--- config.mk ---
export PLATFORM = sky130hd
export DESIGN_NAME = crc8_framed_packet_receiver_top
export DESIGN_NICKNAME = d
export VERILOG_FILES = /design/src/rtl/core/crc8fpr_pkg.sv /design/src/rtl/core/crc8_framed_packet_receiver_top.sv
export SDC_FILE = /design/constraint.sdc
export NUM_CORES = 1
export LEC_CHECK = 0
export BUFFER_PORTS_ARGS = -buffer_cell sky130_fd_sc_hd__buf_2
export CAP_MARGIN = 10
export CORE_UTILIZATION = 58
export DETAILED_ROUTE_END_ITERATION = 12
export GPL_ROUTABILITY_DRIVEN = 0
export PLACE_DENSITY = 0.82
export SYNTH_ARGS = -nofsm -noshare
export SYNTH_HDL_FRONTEND = slang
export SYNTH_SLANG_ARGS = --single-unit
--- constraint.sdc ---
create_clock -name aclk -period 6.83 [get_ports aclk]
set_input_delay 1.366 -clock aclk [delete_from_list [all_inputs] [get_ports aclk]]
set_output_delay 1.366 -clock aclk [all_outputs]
set_load 0.02 [all_outputs]
--- src/rtl/core/crc8fpr_pkg.sv ---
// shared types, constants and the crc-8 step for the framed packet receiver
// no dependencies
package crc8fpr_pkg;

    typedef enum logic [1:0] {
        ST_OK    = 2'd0,
        ST_CRC   = 2'd1,
        ST_LEN   = 2'd2,
        ST_TRUNC = 2'd3
    } status_t;

    localparam logic [31:0] HEAD_WORD     = 32'hAAAA_AAAA;
    localparam logic [7:0]  HEAD_BYTE     = 8'hAA;
    localparam logic [7:0]  CRC_INIT      = 8'hFF;
    localparam logic [7:0]  CRC_POLY      = 8'h31;
    localparam logic [7:0]  TYPE_BYTE     = 8'h00;
    localparam logic [7:0]  TYPE_WORD     = 8'h01;
    localparam logic [31:0] MIN_LEN_OTHER = 32'd15;
    localparam logic [31:0] MIN_LEN_BYTE  = 32'd16;
    localparam logic [31:0] MIN_LEN_WORD  = 32'd19;
    localparam int          OUT_DATA_W    = 88;

    // one byte of msb-first crc-8, same as a table lookup on crc ^ b
    function automatic logic [7:0] crc8_step(input logic [7:0] crc, input logic [7:0] b);
        logic [7:0] c;
        c = crc ^ b;
        for (int i = 0; i < 8; i++) begin
            c = c[7] ? ({c[6:0], 1'b0} ^ CRC_POLY) : {c[6:0], 1'b0};
        end
        return c;
    endfunction

    // crc after the four head bytes
    localparam logic [7:0] HEAD_CRC =
        crc8_step(crc8_step(crc8_step(crc8_step(CRC_INIT, HEAD_BYTE), HEAD_BYTE),
                            HEAD_BYTE), HEAD_BYTE);

endpackage

--- src/rtl/core/crc8_framed_packet_receiver_top.sv ---
// framed packet receiver: head hunt, field decode and crc-8 check per byte
// depends on crc8fpr_pkg
//
// usage:
//   s_ channel carries one received byte per beat in s_tdata[7:0]; s_tlast
//   marks the last byte of a buffer, which closes a frame still open after it
//   as truncated and restarts the head hunt with an empty history
//   m_ channel carries one beat per finished frame: m_tuser holds the status
//   (ok, crc mismatch, bad length, truncated), m_tdata the decoded id,
//   command, type and payload, all zero unless the status is ok
// result: the result of the byte that ends a frame shows on m_ in the cycle
//   after that byte is taken
// throughput: one byte per cycle while s_tready is high; the decode and the crc
//   step (one table step per byte) sit between the input handshake and the result register
// stall: the result register holds a beat until m_tready; while it is full
//   and m_tready is low, s_tready is low
// reset: hunting, empty byte history, no result pending
module crc8_framed_packet_receiver_top #(
    parameter int MAX_FRAME_BYTES = 256
) (
    input  logic        aclk,
    input  logic        aresetn,
    input  logic        s_tvalid,
    output logic        s_tready,
    input  logic [7:0]  s_tdata,   // rx_byte[7:0]
    input  logic        s_tlast,   // end_of_buffer
    output logic        m_tvalid,
    input  logic        m_tready,
    output logic [crc8fpr_pkg::OUT_DATA_W-1:0] m_tdata,
    // frame_id[31:0], command[39:32], data_type[47:40], byte_value[55:48],
    // word_value[87:56]
    output logic [1:0]  m_tuser    // status[1:0]
);
    import crc8fpr_pkg::*;

    localparam int POS_W = $clog2(MAX_FRAME_BYTES);

    logic                  in_frame_reg, in_frame_next;
    logic [23:0]           recent_reg, recent_next;
    logic [POS_W-1:0]      pos_reg, pos_next;
    logic [7:0]            crc_reg, crc_next;
    logic [31:0]           len_reg, len_next;
    logic [31:0]           id_reg, id_next;
    logic [7:0]            cmd_reg, cmd_next;
    logic [7:0]            type_reg, type_next;
    logic [31:0]           payload_reg, payload_next;
    logic                  m_valid_reg, m_valid_next;
    status_t               m_status_reg, m_status_next;
    logic [OUT_DATA_W-1:0] m_data_reg, m_data_next;

    logic        s_fire;
    logic [7:0]  b;
    logic [31:0] hunt_word;
    logic [31:0] len_shift;
    logic        end_hit;
    logic        emit;
    logic        go_hunt;
    logic        len_err;
    status_t     res_status;
    logic [OUT_DATA_W-1:0] res_data;

    assign s_tready = !m_valid_reg || m_tready;
    assign s_fire   = s_tvalid && s_tready;
    assign b        = s_tdata;
    assign m_tvalid = m_valid_reg;
    assign m_tdata  = m_data_reg;
    assign m_tuser  = m_status_reg;

    always_comb begin
        in_frame_next = in_frame_reg;
        recent_next   = recent_reg;
        pos_next      = pos_reg;
        crc_next      = crc_reg;
        len_next      = len_reg;
        id_next       = id_reg;
        cmd_next      = cmd_reg;
        type_next     = type_reg;
        payload_next  = payload_reg;
        emit          = 1'b0;
        go_hunt       = 1'b0;
        len_err       = 1'b0;
        res_status    = ST_OK;
        res_data      = '0;

        hunt_word = {recent_reg, b};
        len_shift = {len_reg[23:0], b};
        end_hit   = (pos_reg >= POS_W'(8)) &&
                    (({{(32-POS_W){1'b0}}, pos_reg} + 32'd1) == len_reg);

        if (s_fire) begin
            if (!in_frame_reg) begin
                recent_next = hunt_word[23:0];
                if (hunt_word == HEAD_WORD) begin
                    in_frame_next = 1'b1;
                    pos_next      = POS_W'(4);
                    crc_next      = HEAD_CRC;
                    recent_next   = '0;
                    if (s_tlast) begin
                        emit       = 1'b1;
                        res_status = ST_TRUNC;
                        go_hunt    = 1'b1;
                    end
                end else if (s_tlast) begin
                    recent_next = '0;
                end
            end else if (end_hit) begin
                emit    = 1'b1;
                go_hunt = 1'b1;
                if (crc_reg == b) begin
                    res_status     = ST_OK;
                    res_data[31:0]  = id_reg;
                    res_data[39:32] = cmd_reg;
                    res_data[47:40] = type_reg;
                    res_data[55:48] = (type_reg == TYPE_BYTE) ? payload_reg[7:0] : 8'd0;
                    res_data[87:56] = (type_reg == TYPE_WORD) ? payload_reg : 32'd0;
                end else begin
                    res_status = ST_CRC;
                end
            end else begin
                crc_next = crc8_step(crc_reg, b);
                pos_next = pos_reg + POS_W'(1);
                if (pos_reg < POS_W'(8)) begin
                    len_next = len_shift;
                    if (pos_reg == POS_W'(7) &&
                        (len_shift > 32'(MAX_FRAME_BYTES) || len_shift < MIN_LEN_OTHER)) begin
                        len_err = 1'b1;
                    end
                end else if (pos_reg < POS_W'(12)) begin
                    id_next = {id_reg[23:0], b};
                end else if (pos_reg == POS_W'(12)) begin
                    cmd_next = b;
                end else if (pos_reg == POS_W'(13)) begin
                    type_next    = b;
                    payload_next = '0;
                    if ((b == TYPE_BYTE && len_reg < MIN_LEN_BYTE) ||
                        (b == TYPE_WORD && len_reg < MIN_LEN_WORD) ||
                        len_reg < MIN_LEN_OTHER) begin
                        len_err = 1'b1;
                    end
                end else if (pos_reg == POS_W'(14) && type_reg == TYPE_BYTE) begin
                    payload_next = {24'd0, b};
                end else if (pos_reg < POS_W'(18) && type_reg == TYPE_WORD) begin
                    payload_next = {payload_reg[23:0], b};
                end

                if (len_err) begin
                    emit       = 1'b1;
                    res_status = ST_LEN;
                    go_hunt    = 1'b1;
                end else if (s_tlast) begin
                    emit       = 1'b1;
                    res_status = ST_TRUNC;
                    go_hunt    = 1'b1;
                end
            end

            if (go_hunt) begin
                in_frame_next = 1'b0;
                recent_next   = '0;
                pos_next      = '0;
                crc_next      = CRC_INIT;
            end
        end

        m_valid_next  = m_valid_reg;
        m_status_next = m_status_reg;
        m_data_next   = m_data_reg;
        if (m_valid_reg && m_tready) begin
            m_valid_next = 1'b0;
        end
        if (emit) begin
            m_valid_next  = 1'b1;
            m_status_next = res_status;
            m_data_next   = res_data;
        end
    end

    always_ff @(posedge aclk) begin
        if (!aresetn) begin
            in_frame_reg <= 1'b0;
            recent_reg   <= '0;
            pos_reg      <= '0;
            crc_reg      <= CRC_INIT;
            m_valid_reg  <= 1'b0;
        end else begin
            in_frame_reg <= in_frame_next;
            recent_reg   <= recent_next;
            pos_reg      <= pos_next;
            crc_reg      <= crc_next;
            m_valid_reg  <= m_valid_next;
        end
    end

    always_ff @(posedge aclk) begin
        len_reg      <= len_next;
        id_reg       <= id_next;
        cmd_reg      <= cmd_next;
        type_reg     <= type_next;
        payload_reg  <= payload_next;
        m_status_reg <= m_status_next;
        m_data_reg   <= m_data_next;
    end

`ifndef ASSERT_OFF
    a_err_fields_zero: assert property (@(posedge aclk) disable iff (!aresetn)
        (m_valid_reg && m_status_reg != ST_OK) |-> (m_data_reg == '0))
        else $error("error beat carries nonzero fields");

    a_hunt_state_clean: assert property (@(posedge aclk) disable iff (!aresetn)
        !in_frame_reg |-> (pos_reg == '0 && crc_reg == CRC_INIT))
        else $error("hunt state not cleared");

    a_frame_pos_past_head: assert property (@(posedge aclk) disable iff (!aresetn)
        in_frame_reg |-> (pos_reg >= POS_W'(4)))
        else $error("frame position inside head");

    a_len_checked: assert property (@(posedge aclk) disable iff (!aresetn)
        (in_frame_reg && pos_reg >= POS_W'(8)) |->
        (len_reg <= 32'(MAX_FRAME_BYTES) && len_reg >= MIN_LEN_OTHER))
        else $error("frame open with unchecked length");

    a_last_closes_frame: assert property (@(posedge aclk) disable iff (!aresetn)
        (s_fire && s_tlast) |=> (!in_frame_reg && recent_reg == '0))
        else $error("frame still open after last byte of buffer");
`endif

endmodule
-- After elaboration in Yosys (flattened, before gate mapping)
Cells that the tools add are included.
- bits in registers: 244
- input port bits: 13
- word-level logic and storage cells: 128
- add/subtract/negate cells: 2
- order comparisons: 9
- equality and inequality tests: 11
- muxes and demuxes: 49
- bitwise gates (word level): 13
- reductions and logical operators: 29
- operators with widths (cell ; number):
    $mux 24 ; 4
    $mux 8 ; 9
    $lt 32x4->1 const B ; 2
    $lt 32x5->1 const B ; 2
    $mux 6 ; 8
    $eq 32x32->1 const B ; 1
    $eq 9x32->1 ; 1
    $gt 32x9->1 const B ; 1
    $mux 32 ; 1
    $eq 8x4->1 const B ; 3
    $not 3->3 ; 8
    $mux 1 ; 22
    $eq 8x1->1 const B ; 2
    $logic_not 8->1 ; 2
    $lt 8x4->1 const B ; 2
    $reduce_and 5->1 ; 3
    $reduce_and 7->1 ; 2
    $mux 2 ; 5
    $add 8x1->9 const B ; 1
    $add 8x1->8 const B ; 1
    $eq 8x3->1 const B ; 1
    $eq 8x8->1 ; 1
    $ge 8x4->1 const B ; 1
    $logic_and 1x1->1 ; 8
    other kinds (14) ; 22

-- Depth between registers and ports, before layout
- word-level depth: 20
- gate-level depth with buffers: 10
- depth with buffers taken out: 8

-- Worst setup path after synthesis
Ideal clock, no wire load.
- path type: input to register
- start point: in m_tready
- end point: reg id_reg[0] (enable)
- data arrival time: 5.290 ns
- slack: 1.039 ns
- cell stages on the path: 5
- buffers on the path: 1
- cell sequence: nand2b_1 and2_2 o311ai_4 buf_6 nor4_1
- cells in the longest elaborated chain, start to end: 3
- ends and longest elaborated chain (element ; RTL line ; source):
    start, declared ; crc8_framed_packet_receiver_top.sv:28 ; input logic m_tready,
    $logic_or 1x1->1 ; crc8_framed_packet_receiver_top.sv:62 ; assign s_tready = !m_valid_reg || m_tready;
    $logic_and 1x1->1 ; crc8_framed_packet_receiver_top.sv:63 ; assign s_fire = s_tvalid && s_tready;
    $reduce_and 5->1 (no source line) ; -- ;
    end signal, assigned ; crc8_framed_packet_receiver_top.sv:196 ; id_reg <= id_next;
    end, declared ; crc8_framed_packet_receiver_top.sv:43 ; logic [31:0] id_reg, id_next;
Every way passes these cells.
A chain may end at the register's enable or synchronous reset.

-- Worst setup path in the final report
- start point: in s_tdata[7]
- end point: reg m_data_reg[52] (netlist: m_tdata[52]) (enable)
- cells in the longest elaborated chain, start to end: 16
- elaborated cells on any way between the ends: 25
- classes of those cells: order compare: 2; eq/ne: 2; mux: 14; reduce/logical: 7
- ends and longest elaborated chain (element ; RTL line ; source):
    start, declared ; crc8_framed_packet_receiver_top.sv:25 ; input logic [7:0] s_tdata,
    branches (longest 14 deep; another with $gt 32x9->1) ; -- ;
    $mux 1 * ; crc8_framed_packet_receiver_top.sv:91 ; if (!in_frame_reg) begin
    $mux 1 * ; crc8_framed_packet_receiver_top.sv:90 ; if (s_fire) begin
    net emit ; crc8_framed_packet_receiver_top.sv:56 ; logic emit;
    end signal, assigned ; crc8_framed_packet_receiver_top.sv:201 ; m_data_reg <= m_data_next;
    end, declared ; crc8_framed_packet_receiver_top.sv:49 ; logic [OUT_DATA_W-1:0] m_data_reg, m_data_next;
Mark *: on every way through the listed nets, which the timed path passes. The select of a mux whose other input is x is not followed.

==> impl_results.rst <==
.. list-table::
   :header-rows: 1

   * - Metric
     - Value
   * - Flop and latch count out of synthesis
     - 244
   * - XOR/XNOR share of the synthesized area
     - 0.02940
   * - Antenna diode instance count
     - 0
   * - Overall die area
     - 16950 um2
   * - Worst hold slack across all endpoints
     - 0.4406 ns
   * - Run status
     - completed
   * - Count of unresolved DRC violations after routing
     - 0
   * - Setup violations, final
     - 0
   * - Count of yosys warnings during synthesis
     - 0
   * - Clock sink count
     - 244
   * - Synth-to-Final Area Change
     - 15.71%
   * - Clk_lat worst skew
     - 0.51 ns
   * - R2R Path End
     - m_tdata[52]
   * - Number of non-filler instances in the completed layout
     - 970
   * - Largest incremental delay on the critical path
     - 0.53 ns
   * - Ratio of total power to cell area
     - 269.2 nW/um2
   * - Number of detailed-routing iterations run before antenna repair
     - 5
   * - Total grt overflow
     - 0
   * - Width of the die
     - 130.2 um
   * - Part of the total power dissipated in combinational logic
     - 0.017
   * - Mean instance size in the synthesized netlist
     - 15.18 um2
   * - Internal power
     - 0.002413 W
   * - Post-CTS setup-driven buffer insertion count
     - 0
   * - Clock Power Share
     - 0.446
   * - Fraction of synthesis flops using an asynchronous set or reset pin
     - 0
   * - Crit path max-delay cell type
     - buf_4
   * - Peak ir drop on the vdd network
     - 0.1845 mV
   * - Routed length per instance
     - 17.83 um
   * - Remaining antenna violation count
     - 0
   * - Setup crit end
     - m_tdata[52]
   * - Wirelength, routed
     - 17.30 mm
   * - Largest net degree at the start of global routing
     - 58
   * - Most frequent standard cell in the layout excluding fill and tap cells
     - edfxtp_1
   * - Worst setup path start
     - s_tdata[7]
   * - Via density
     - 5.644
   * - Cells after Synth
     - 628
   * - Post-cts gate resize count
     - 0
   * - Synth cell types
     - 63
   * - Number of CTS-inserted buffers
     - 24
   * - Path class of the lowest-slack min-delay path
     - reg2reg
   * - Max Clk Rate
     - 0.2387 GHz
   * - Final worst clock skew
     - 0.01812 ns
   * - Hold buffer count at CTS
     - 0
   * - Count of flip-flops with a built-in enable after synthesis
     - 202
   * - Main combinational cell family by area after synthesis
     - simple AND/OR/NAND/NOR gates
   * - Clock tree from TritonCTS
     - built
   * - Proportion of synthesized area in mux cells
     - 0.002232
   * - Initial antenna violation count
     - 0
   * - Worst max-slew margin expressed relative to the limit
     - 0.3329
   * - Synthesized-area fraction occupied by and/or/nand/nor cells
     - 0.1553
   * - Maximum net fanout on the critical path
     - 40
   * - R2R cell count
     - 9
   * - Number of placement rows
     - 46
   * - Post-Synth Adder-Cell Area
     - 0.005251
   * - Chain of cells forming the critical path
     - buf_2 > nor4_1 > a21oi_1 > a2111oi_0 > nand4_1 > nand3b_2 > o21ai_0 > clkinv_2 > buf_4
   * - Critical path data arrival time
     - 4.33 ns
   * - Max Cap Violations
     - 0
   * - Share of the core filled with cells
     - 0.6918
   * - CTS H-Tree Depth
     - 1
   * - Fraction of the cycle the final worst path needs
     - 0.6134
   * - Area taken by multi-input logic gates
     - 2447 um2
   * - RSZ-0062 raised after global routing
     - no
   * - Count of placed standard cells including taps
     - 926
   * - Slew @ Worst Pin
     - 0.9931 ns
   * - Launch point of the worst reg-to-reg path
     - pos_reg[0]
   * - Crit path capture type
     - register
   * - Post-detailed-placement half-perimeter wirelength
     - 11.43 mm
   * - Reported net switching power
     - 0.0005560 W
   * - Classification of the worst setup path
     - in2reg
   * - Worst-case register-to-register setup slack
     - 2.99 ns
   * - Sequential cell area
     - 6907 um2
   * - Final count of pins violating max slew
     - 0
   * - Commonest cells after routing, fill and taps aside
     - 202 x edfxtp_1, 104 x buf_2, 89 x and2_1, 42 x dfxtp_1, 28 x a22o_1
   * - Via count of the first global-routing pass
     - 5256
   * - # nets final
     - 753
   * - Proportion of layout cells with a drive suffix above 1
     - 0.2215
   * - First-pass GRT wire length
     - 26.74 mm
   * - Sw frac
     - 0.1872
   * - First-iteration detailed-routing DRC count
     - 415
   * - CTS clk-pin slew, worst paths
     - 0.06 ns
   * - Total negative slack
     - 0 ns
   * - Pre-CTS setup slack
     - 2.120 ns
   * - Combined global-route utilization of all metal layers
     - 0.2060
   * - Die boundary height
     - 130.2 um
   * - Category of the worst setup path launch point
     - input pin
   * - Dominant cell type by area after synthesis
     - edfxtp_1
   * - Top post-synthesis cells by area
     - edfxtp_1 64%, dfxtp_1 8.8%, and2_1 5.8%
   * - Leak Pwr
     - 3.511 nW
   * - Clock Path Buffers
     - 3
   * - Hold violation count in the final report
     - 0
   * - Area share of the leading cell type in the synthesized netlist
     - 0.6364
   * - Post-route setup slack
     - 2.640 ns
   * - Predominant post-synthesis flop cell
     - edfxtp_1
   * - Data required, critical path
     - 6.97 ns
   * - Buffers added on ports
     - 104
   * - Clock Tree Root
     - clkbuf_16
   * - I/O pin cnt
     - 105
   * - Final critical path time including I/O delays and setup
     - 4.190 ns
   * - Cell area after synthesis
     - 9532 um2
   * - Synthesized-area fraction occupied by ao, oa, aoi and oai cells
     - 0.06117
   * - Starting Density
     - 0.5979
   * - Layout filler cell count
     - 1055
   * - Sequential-to-total area share from yosys stat
     - 0.7246
   * - Mapped Nets
     - 645
   * - Vias after detailed routing
     - 5475
   * - Part of the total power dissipated in sequential elements
     - 0.538
   * - Area of the core
     - 15940 um2
   * - Max FFs per register
     - 88
==> kinds of logic (layout without fill, tap and decap cells) <==
group                      after synthesis  count (layout)
DFF                                    244             244
xor gates and xnor gates                32              32
muxes                                    2               2
and+or+nand+nor                        243             243
adders and majority gates                4               4
buffers and inverters                   35             161
AOI/OAI and AO/OA                       68              68
==> cell usage after synthesis (2+ instances only) <==
cell type and n:
buf_2 4, o21ai_0 3, and3_1 9, nand3_1 4, dfxtp_1 42, buf_6 8
nor2_1 27, nand4b_1 3, nand4_1 8, and2b_1 7, nor2b_1 20, clkbuf_1 7
a22o_1 28, xnor2_1 21, clkbuf_2 8, nor4bb_1 8, edfxtp_1 202, nor3_1 8
ha_1 4, nand2b_1 2, a21oi_1 15, and2_1 89, a221o_1 3, nor4_1 13
or4_1 5, nand2_1 24, inv_1 7, and4b_1 2, xor2_1 11, o2111ai_2 2
a41oi_1 2
==> power groups by stage <==
stage,Sequential [W],Combinational [W],Clock [W]
after detailed placement,0.00163,0.0000489,0
final,0.00160,0.0000498,0.00132
after global placement,0.00163,0.0000471,0
after global routing,0.00160,0.0000537,0.00140
after CTS,0.00160,0.0000492,0.00134
after floorplan,0.00163,0.0000327,0
==> stage by stage <==
stage	cell area [um2]	power [W]
after floorplan	9532	0.001660
after global placement	10220	0.001675
after detailed placement	10220	0.001677
after CTS	11030	0.002989
after global routing	11030	0.003050
final	11030	0.002969
==> worst min path at each step <==
stage                 endpoint  slack [ns]       start  cells after the start
global placement    id_reg[21]        0.43  id_reg[13]                      0
finish               id_reg[9]        0.44   id_reg[1]                      0
detailed placement   id_reg[9]        0.42   id_reg[1]                      0
CTS                 id_reg[18]        0.44  id_reg[10]                      0
global route        id_reg[13]        0.45   id_reg[5]                      0
floorplan           id_reg[10]        0.42   id_reg[2]                      0
==> area by class of cell <==
| class | count | area share |
|---|---|---|
| multi-input combinational | 349 | 0.2219 |
| sequential | 244 | 0.6262 |
| clock inverter | 7 | 0.008281 |
| timing repair buffer | 110 | 0.05128 |
| clock buffer | 37 | 0.06534 |
| inverter | 7 | 0.002496 |
| tap | 216 | 0.02450 |
==> per-layer routing <==
layer  share of wire  vias to the layer above  GRT usage
met4           0.027                        0    0.08071
met5               0                        -          0
met3           0.074                       36    0.03608
li1                -                     2560          -
met2            0.49                      222     0.3461
met1            0.41                     2657     0.2683
==> critical path, delay by kind of cell <==
kind,cells,cell delay [ns]
simple gates,3,0.99
buf+inv,3,1.18
compound gates,3,0.76
No activity file was read; power rests on OpenSTA's default activity.
